===== config.mk =====
export PLATFORM = sky130hd
export DESIGN_NAME = salc_lookup
export DESIGN_NICKNAME = d
export VERILOG_FILES = /design/src/rtl/core/salc_pkg.sv /design/src/rtl/core/salc_lookup.sv
export SDC_FILE = /design/constraint.sdc
export NUM_CORES = 1
export LEC_CHECK = 0
export ABC_AREA = 1
export BUFFER_PORTS_ARGS = -buffer_cell sky130_fd_sc_hd__buf_2
export CAP_MARGIN = 20
export CORE_AREA = 5 5 230 232
export DETAILED_ROUTE_END_ITERATION = 10
export DIE_AREA = 0 0 235 237
export GPL_ROUTABILITY_DRIVEN = 0
export GPL_TIMING_DRIVEN = 0
export PLACE_DENSITY = 0.36
export SLEW_MARGIN = 20
export SYNTH_ARGS = -nofsm -noshare
export SYNTH_HDL_FRONTEND = slang
export SYNTH_SLANG_ARGS = --single-unit

===== constraint.sdc =====
create_clock -name vclk -period 5
set_input_delay 0.25 -clock vclk [all_inputs]
set_output_delay 0.25 -clock vclk [all_outputs]
set_load 0.02 [all_outputs]

===== src/rtl/core/salc_pkg.sv =====
`timescale 1ns / 1ps
`default_nettype none

package salc_pkg;

  localparam int WAYS           = 8;
  localparam int MAX_INDEX_BITS = 10;
  localparam int COUNT_WIDTH    = 40;

  localparam int ADDR_W      = 32;
  localparam int TAG_W       = 30;
  localparam int CFG_W       = 4;
  localparam int CFG_IDX_W   = 1;
  localparam int OUT_WAY_W   = 3;
  localparam int OUT_COUNT_W = 40;
  localparam int SHIFT_W     = 6;

  localparam int WAY_W = (WAYS > 1) ? $clog2(WAYS) : 1;
  localparam int SET_W = (MAX_INDEX_BITS > 0) ? MAX_INDEX_BITS : 1;
  localparam int SETS  = 1 << MAX_INDEX_BITS;

  localparam logic [CFG_IDX_W-1:0] CFG_OFFSET_BITS = CFG_IDX_W'(0);
  localparam logic [CFG_IDX_W-1:0] CFG_INDEX_BITS  = CFG_IDX_W'(1);

  localparam logic [CFG_W-1:0] OFFSET_BITS_RST = CFG_W'(6);
  localparam logic [CFG_W-1:0] INDEX_BITS_RST  = CFG_W'(10);
  localparam logic [CFG_W-1:0] OFFSET_BITS_MIN = CFG_W'(2);
  localparam logic [CFG_W-1:0] OFFSET_BITS_MAX = CFG_W'(12);

  localparam logic [COUNT_WIDTH-1:0] COUNT_MAX = '1;

  typedef struct packed {
    logic [WAYS-1:0][TAG_W-1:0] tag;
    logic [WAYS-1:0]            valid;
    logic [WAYS-1:0]            dirty;
    logic [WAYS-1:0][WAY_W-1:0] lru;
  } row_t;

  localparam int ROW_W = $bits(row_t);

  typedef struct packed {
    logic             hit;
    logic             filled;
    logic             wb;
    logic [WAY_W-1:0] way;
  } lookup_res_t;

  typedef struct packed {
    logic access;
    logic hit;
    logic wb;
  } stat_upd_t;

  function automatic row_t reset_row();
    row_t r;
    r = '0;
    for (int j = 0; j < WAYS; j++) begin
      r.lru[j] = WAY_W'(j);
    end
    return r;
  endfunction

endpackage

`default_nettype wire


===== src/rtl/core/salc_lookup.sv =====
`timescale 1ns / 1ps
`default_nettype none

module salc_lookup (
  input  wire salc_pkg::row_t                  row_i,
  input  wire logic [salc_pkg::TAG_W-1:0]      tag_i,
  input  wire logic                            wr_i,
  output salc_pkg::row_t                       row_o,
  output salc_pkg::lookup_res_t                res_o
);

  logic                         hit;
  logic                         found;
  logic                         pos_found;
  logic [salc_pkg::WAY_W-1:0]   hit_way;
  logic [salc_pkg::WAY_W-1:0]   empty_way;
  logic [salc_pkg::WAY_W-1:0]   victim;
  logic [salc_pkg::WAY_W-1:0]   way;
  logic [salc_pkg::WAY_W-1:0]   pos;

  always_comb begin
    hit     = 1'b0;
    hit_way = '0;
    found   = 1'b0;
    empty_way = '0;
    for (int j = 0; j < salc_pkg::WAYS; j++) begin
      if (!hit && row_i.valid[j] && row_i.tag[j] == tag_i) begin
        hit     = 1'b1;
        hit_way = salc_pkg::WAY_W'(j);
      end
      if (!found && !row_i.valid[j]) begin
        found     = 1'b1;
        empty_way = salc_pkg::WAY_W'(j);
      end
    end
    victim = row_i.lru[0];
    way    = hit ? hit_way : (found ? empty_way : victim);

    res_o.hit    = hit;
    res_o.filled = !hit && found;
    res_o.wb     = !hit && !found && row_i.dirty[victim];
    res_o.way    = way;

    row_o = row_i;
    if (hit) begin
      if (wr_i) begin
        row_o.dirty[way] = 1'b1;
      end
    end else begin
      row_o.tag[way]   = tag_i;
      row_o.valid[way] = 1'b1;
      row_o.dirty[way] = wr_i;
    end

    // move the used way to the most recent end of the order
    pos       = salc_pkg::WAY_W'(salc_pkg::WAYS - 1);
    pos_found = 1'b0;
    for (int j = 0; j < salc_pkg::WAYS; j++) begin
      if (!pos_found && row_i.lru[j] == way) begin
        pos_found = 1'b1;
        pos       = salc_pkg::WAY_W'(j);
      end
    end
    for (int j = 0; j < salc_pkg::WAYS - 1; j++) begin
      row_o.lru[j] = (salc_pkg::WAY_W'(j) < pos) ? row_i.lru[j] : row_i.lru[j+1];
    end
    row_o.lru[salc_pkg::WAYS-1] = way;
  end

endmodule

`default_nettype wire


# Yosys cells after proc, flatten, opt, wreduce, memory -nomap -nowiden

Index checks and enable logic that the tools add are counted.
W data, S select, Z words.

Register bits after elaboration: 0
Input port bits: 311
Output and inout bits: 286

Order comparisons: 10
Equality and inequality tests: 16
Mux-type cells: 65
Bitwise gates (word level): 2
Reduce and logical (&&, ||, !) cells: 62

Operator list:

| cell                 | number |
|---|---|
| $mux W248            | 1 |
| $bwmux W240          | 1 |
| $eq A30 B30 Y1       | 8 |
| $demux W30 S3        | 1 |
| $mux W3              | 28 |
| $logic_and A1 B1 Y1  | 33 |
| $mux W30             | 1 |
| $logic_not A1 Y1     | 29 |
| $mux W1              | 27 |
| $eq A3 B3 Y1         | 8 |
| $mux W8              | 2 |
| $or A8 B8 Y8         | 2 |
| $lt A3 B3 Y1 const A | 3 |
| $bwmux W8            | 1 |
| $lt A3 B4 Y1 const B | 2 |
| $lt A1 B3 Y1 const A | 2 |
| $lt A2 B3 Y1 const A | 2 |
| $bmux W1 S3          | 1 |
| $demux W1 S3         | 1 |
| $ge A3 B1 Y1 const B | 1 |
| $mux W2              | 1 |

# Longest topological paths before layout

Depth after elaboration: 57
Depth in mapped cells: 28
Mapped depth without buffers: 25

# Least setup slack after synthesis

No wires, ideal clock.

Path type: in2out
Start: in tag_i[17] in the netlist's numbering
End: out row_o[251] in the netlist's numbering
Arrival time: 2.708 ns
Setup slack: 2.042 ns
Stages on the path: 20
Cell sequence: buf_4 inv_2 buf_4 o21ai_0 inv_1 nand2_1 nor2_1 nand2_1 nor2_1 nand2_2 nand2_1 nand2_1 nand2_2 nand2_2 inv_1 nand2_1 nor2_4 inv_2 clkbuf_1 o21ai_0

RTL lines:

| item               | RTL line         | text |
|---|---|---|
| start: declaration | salc_lookup.sv:6 | `input wire logic [salc_pkg::TAG_W-1:0] tag_i,` |
| end: declaration   | salc_lookup.sv:8 | `output salc_pkg::row_t row_o,` |

==> run_results.csv <==
group,metric,value,unit
outcome,run_status,"completed",
placement,dp_hpwl,69400,um
hold_path,min_from,"row_i[23]",
final_layout,nFillCells,6248,
floorplanning,die_area,55700,sq um
timing,timing.fmax,216,MHz
worst_setup_path,timing.setup.critical_path_class,"input port to primary output",
grt,track_usage,27.1,%
final_layout,stdcell_area,11700,sq um
floorplanning,core-area,50800,sq um
worst_setup_path,start_kind,"input port",
hold_path,hp-class,"input port to primary output",
worst_setup_path,critPathRequiredTime,4.75,ns
final_layout,nNetsFinal,2638,
timing,setup_viol,0,
worst_setup_path,slowest_stage,"clkbuf_1",
timing,finalMaxSlewViolations,0,
clocking,cts_resized,0,
final_layout,seq_area,0,sq um
synth,yosys-top-cells-area,"nand2_1 36%, o21ai_0 17%, inv_1 8.3%",
detailed_routing,drt_pass1_iterations,6,
worst_setup_path,crit_chain,"buf_2, inv_1, buf_2, o21ai_0, nor2_1, nand2_1, nor2_1, nand2_1, nor2_2, nand2_1, nand2_1, nand2_2, nand2_2, buf_6, nand2_1, nor2_2, clkbuf_1, o21ai_0, buf_2",
timing,fin_crit_sh,92.4,%
detailed_routing,ant_nets,0,
worst_setup_path,critPathMaxStageDelay,0.59,ns
synth,postSynthAreaPerCell,4.55,sq um
final_layout,drive_gt1_share,32.0,%
floorplanning,rows,83,
detailed_routing,drc,0,
floorplanning,start_util,15.6,%
floorplanning,die_y,237,um
synth,syn_nets,2051,
timing,period_needed,4.62,ns
synth,syn_inst,1740,
timing,rsz0062_at_grt,"false",
placement,place_area,11700,sq um
synth,synth_cell_type_count,38,
detailed_routing,drtIter0Drc,1165,
grt,grt_max_degree,12,
placement,port_buffers,585,
worst_setup_path,timing.critical_path.buf_inv,6,
pwr,p_leak,6.88,nW
worst_setup_path,worstSetupStartpoint,"tag_i[20]",
detailed_routing,routed_via_density,4.70,
detailed_routing,routed_wl,81600,um
pwr,ir_drop,0.0486,mV
worst_setup_path,path_delay_family,"simple AND/OR/NAND/NOR gates",
grt,first_global_vias,13800,
final_layout,area_growth,47.9,%
grt,grt_antenna_before_repair,11,
clocking,post_cts_buffers,0,
synth,synthesis.area,7920,sq um
final_layout,nClkBuffers,0,
floorplanning,fp.dieW,235,um
detailed_routing,post_drt_wl_per_cell,27.1,um
synth,synth_top_area_share,36.4,%
grt,grt_pass1_wl,109000,um
timing,tns,0,ns
final_layout,design.seq.count,0,
job,drv_cap,0,
timing,tightest_slew,0.962,ns
synth,post-synth-top-area-cell,"nand2_1",
timing,relSlewSlack,35.9,%
worst_setup_path,worst-endpoint-arrival,4.37,ns
pwr,powerDensity,128,nW/um^2
floorplanning,ios,597,
timing,hold_violations,0,
worst_setup_path,cpMostUsedCell,"nand2_1",
synth,yosysSeqAreaShare,0,%
worst_setup_path,crit_fanout,10,
worst_setup_path,end_kind,"primary output",
grt,overflow,0,
detailed_routing,via_count,14200,
pwr,power.total,1.50,mW
synth,synth_warnings,0,
clocking,cts_hold_buf,0,
synthesized netlist by cell type (all sizes together), types with 2 or more instances:
cell / count
xnor2: 29
or2: 6
nand4: 16
clkbuf: 29
nand2: 782
xor2: 24
inv: 209
a22o: 2
a21oi: 10
buf: 76
o21ai: 338
nand3: 28
o22ai: 8
nor2: 170
nor3: 7
layout by cell type, fill, tap and decap left out, drive strengths merged:
| master | instances |
|---|---|
| nand2 | 782 |
| buf | 661 |
| o21ai | 338 |
| inv | 209 |
| nor2 | 170 |
| xnor2 | 29 |
| clkbuf | 29 |
| nand3 | 28 |
| xor2 | 24 |
| nand4 | 16 |
| a21oi | 10 |
| o22ai | 8 |
| diode | 7 |
| nor3 | 7 |
| or2 | 6 |
| a22o | 2 |
| a41oi | 1 |
| o21bai | 1 |
| nand3b | 1 |
| nand2b | 1 |
| nor4b | 1 |
| nor4 | 1 |
path summary, 6_finish.rpt:
kind,slack [ns],cells after the start,endpoint
worst max-delay path,0.38,19,row_o[125]
worst min-delay path,0.82,4,row_o[20]
kinds of logic (layout without fill, tap and decap cells):
| family | count (synthesis) | count (layout) | synth area share [%] |
|---|---|---|---|
| and+or+nand+nor | 1013 | 1013 | 52.1 |
| AOI/OAI and AO/OA | 360 | 360 | 23.5 |
| buffers and inverters | 314 | 899 | 18.5 |
| xor gates and xnor gates | 53 | 53 | 5.86 |
| other | 0 | 7 | 0 |
power breakdown:
| part | total [mW] | switching [mW] | internal [mW] |
|---|---|---|---|
| Clock | 0.000000163 | 0 | 0.000000163 |
| Sequential | 0 | 0 | 0 |
| Combinational | 1.50 | 1.05 | 0.443 |
| Total | 1.50 | 1.05 | 0.443 |
layout make-up:
cell class / count / area [sq um] / share of cell area, %
Buffer: 105 / 668 / 5.70
Multi-Input combinational cell: 1426 / 6450 / 55.1
Tap cell: 680 / 851 / 7.26
Timing Repair Buffer: 585 / 2930 / 25.0
Antenna cell: 7 / 17.5 / 0.149
Inverter: 209 / 800 / 6.82
through the flow:
stage                     std cells  setup WS, ns  hold WS (ns)  utilization (%)
after CTS                      3005         0.470         0.823             23.0
final                          3012         0.379         0.819             23.1
after detailed placement       3005         0.491         0.821             23.0
after global routing           3008         0.328         0.846             23.1
after global placement         3005         0.435         0.822             23.0
after floorplan                1740          2.04         0.642                -
per-layer routing:
metal / GRT usage, % / part of all wire [%]
met2: 48.1 / 48
met4: 9.49 / 4.3
met3: 5.35 / 7.7
met5: 0 / 0.051
met1: 32.6 / 40
Power figures use the tool's default switching activity.
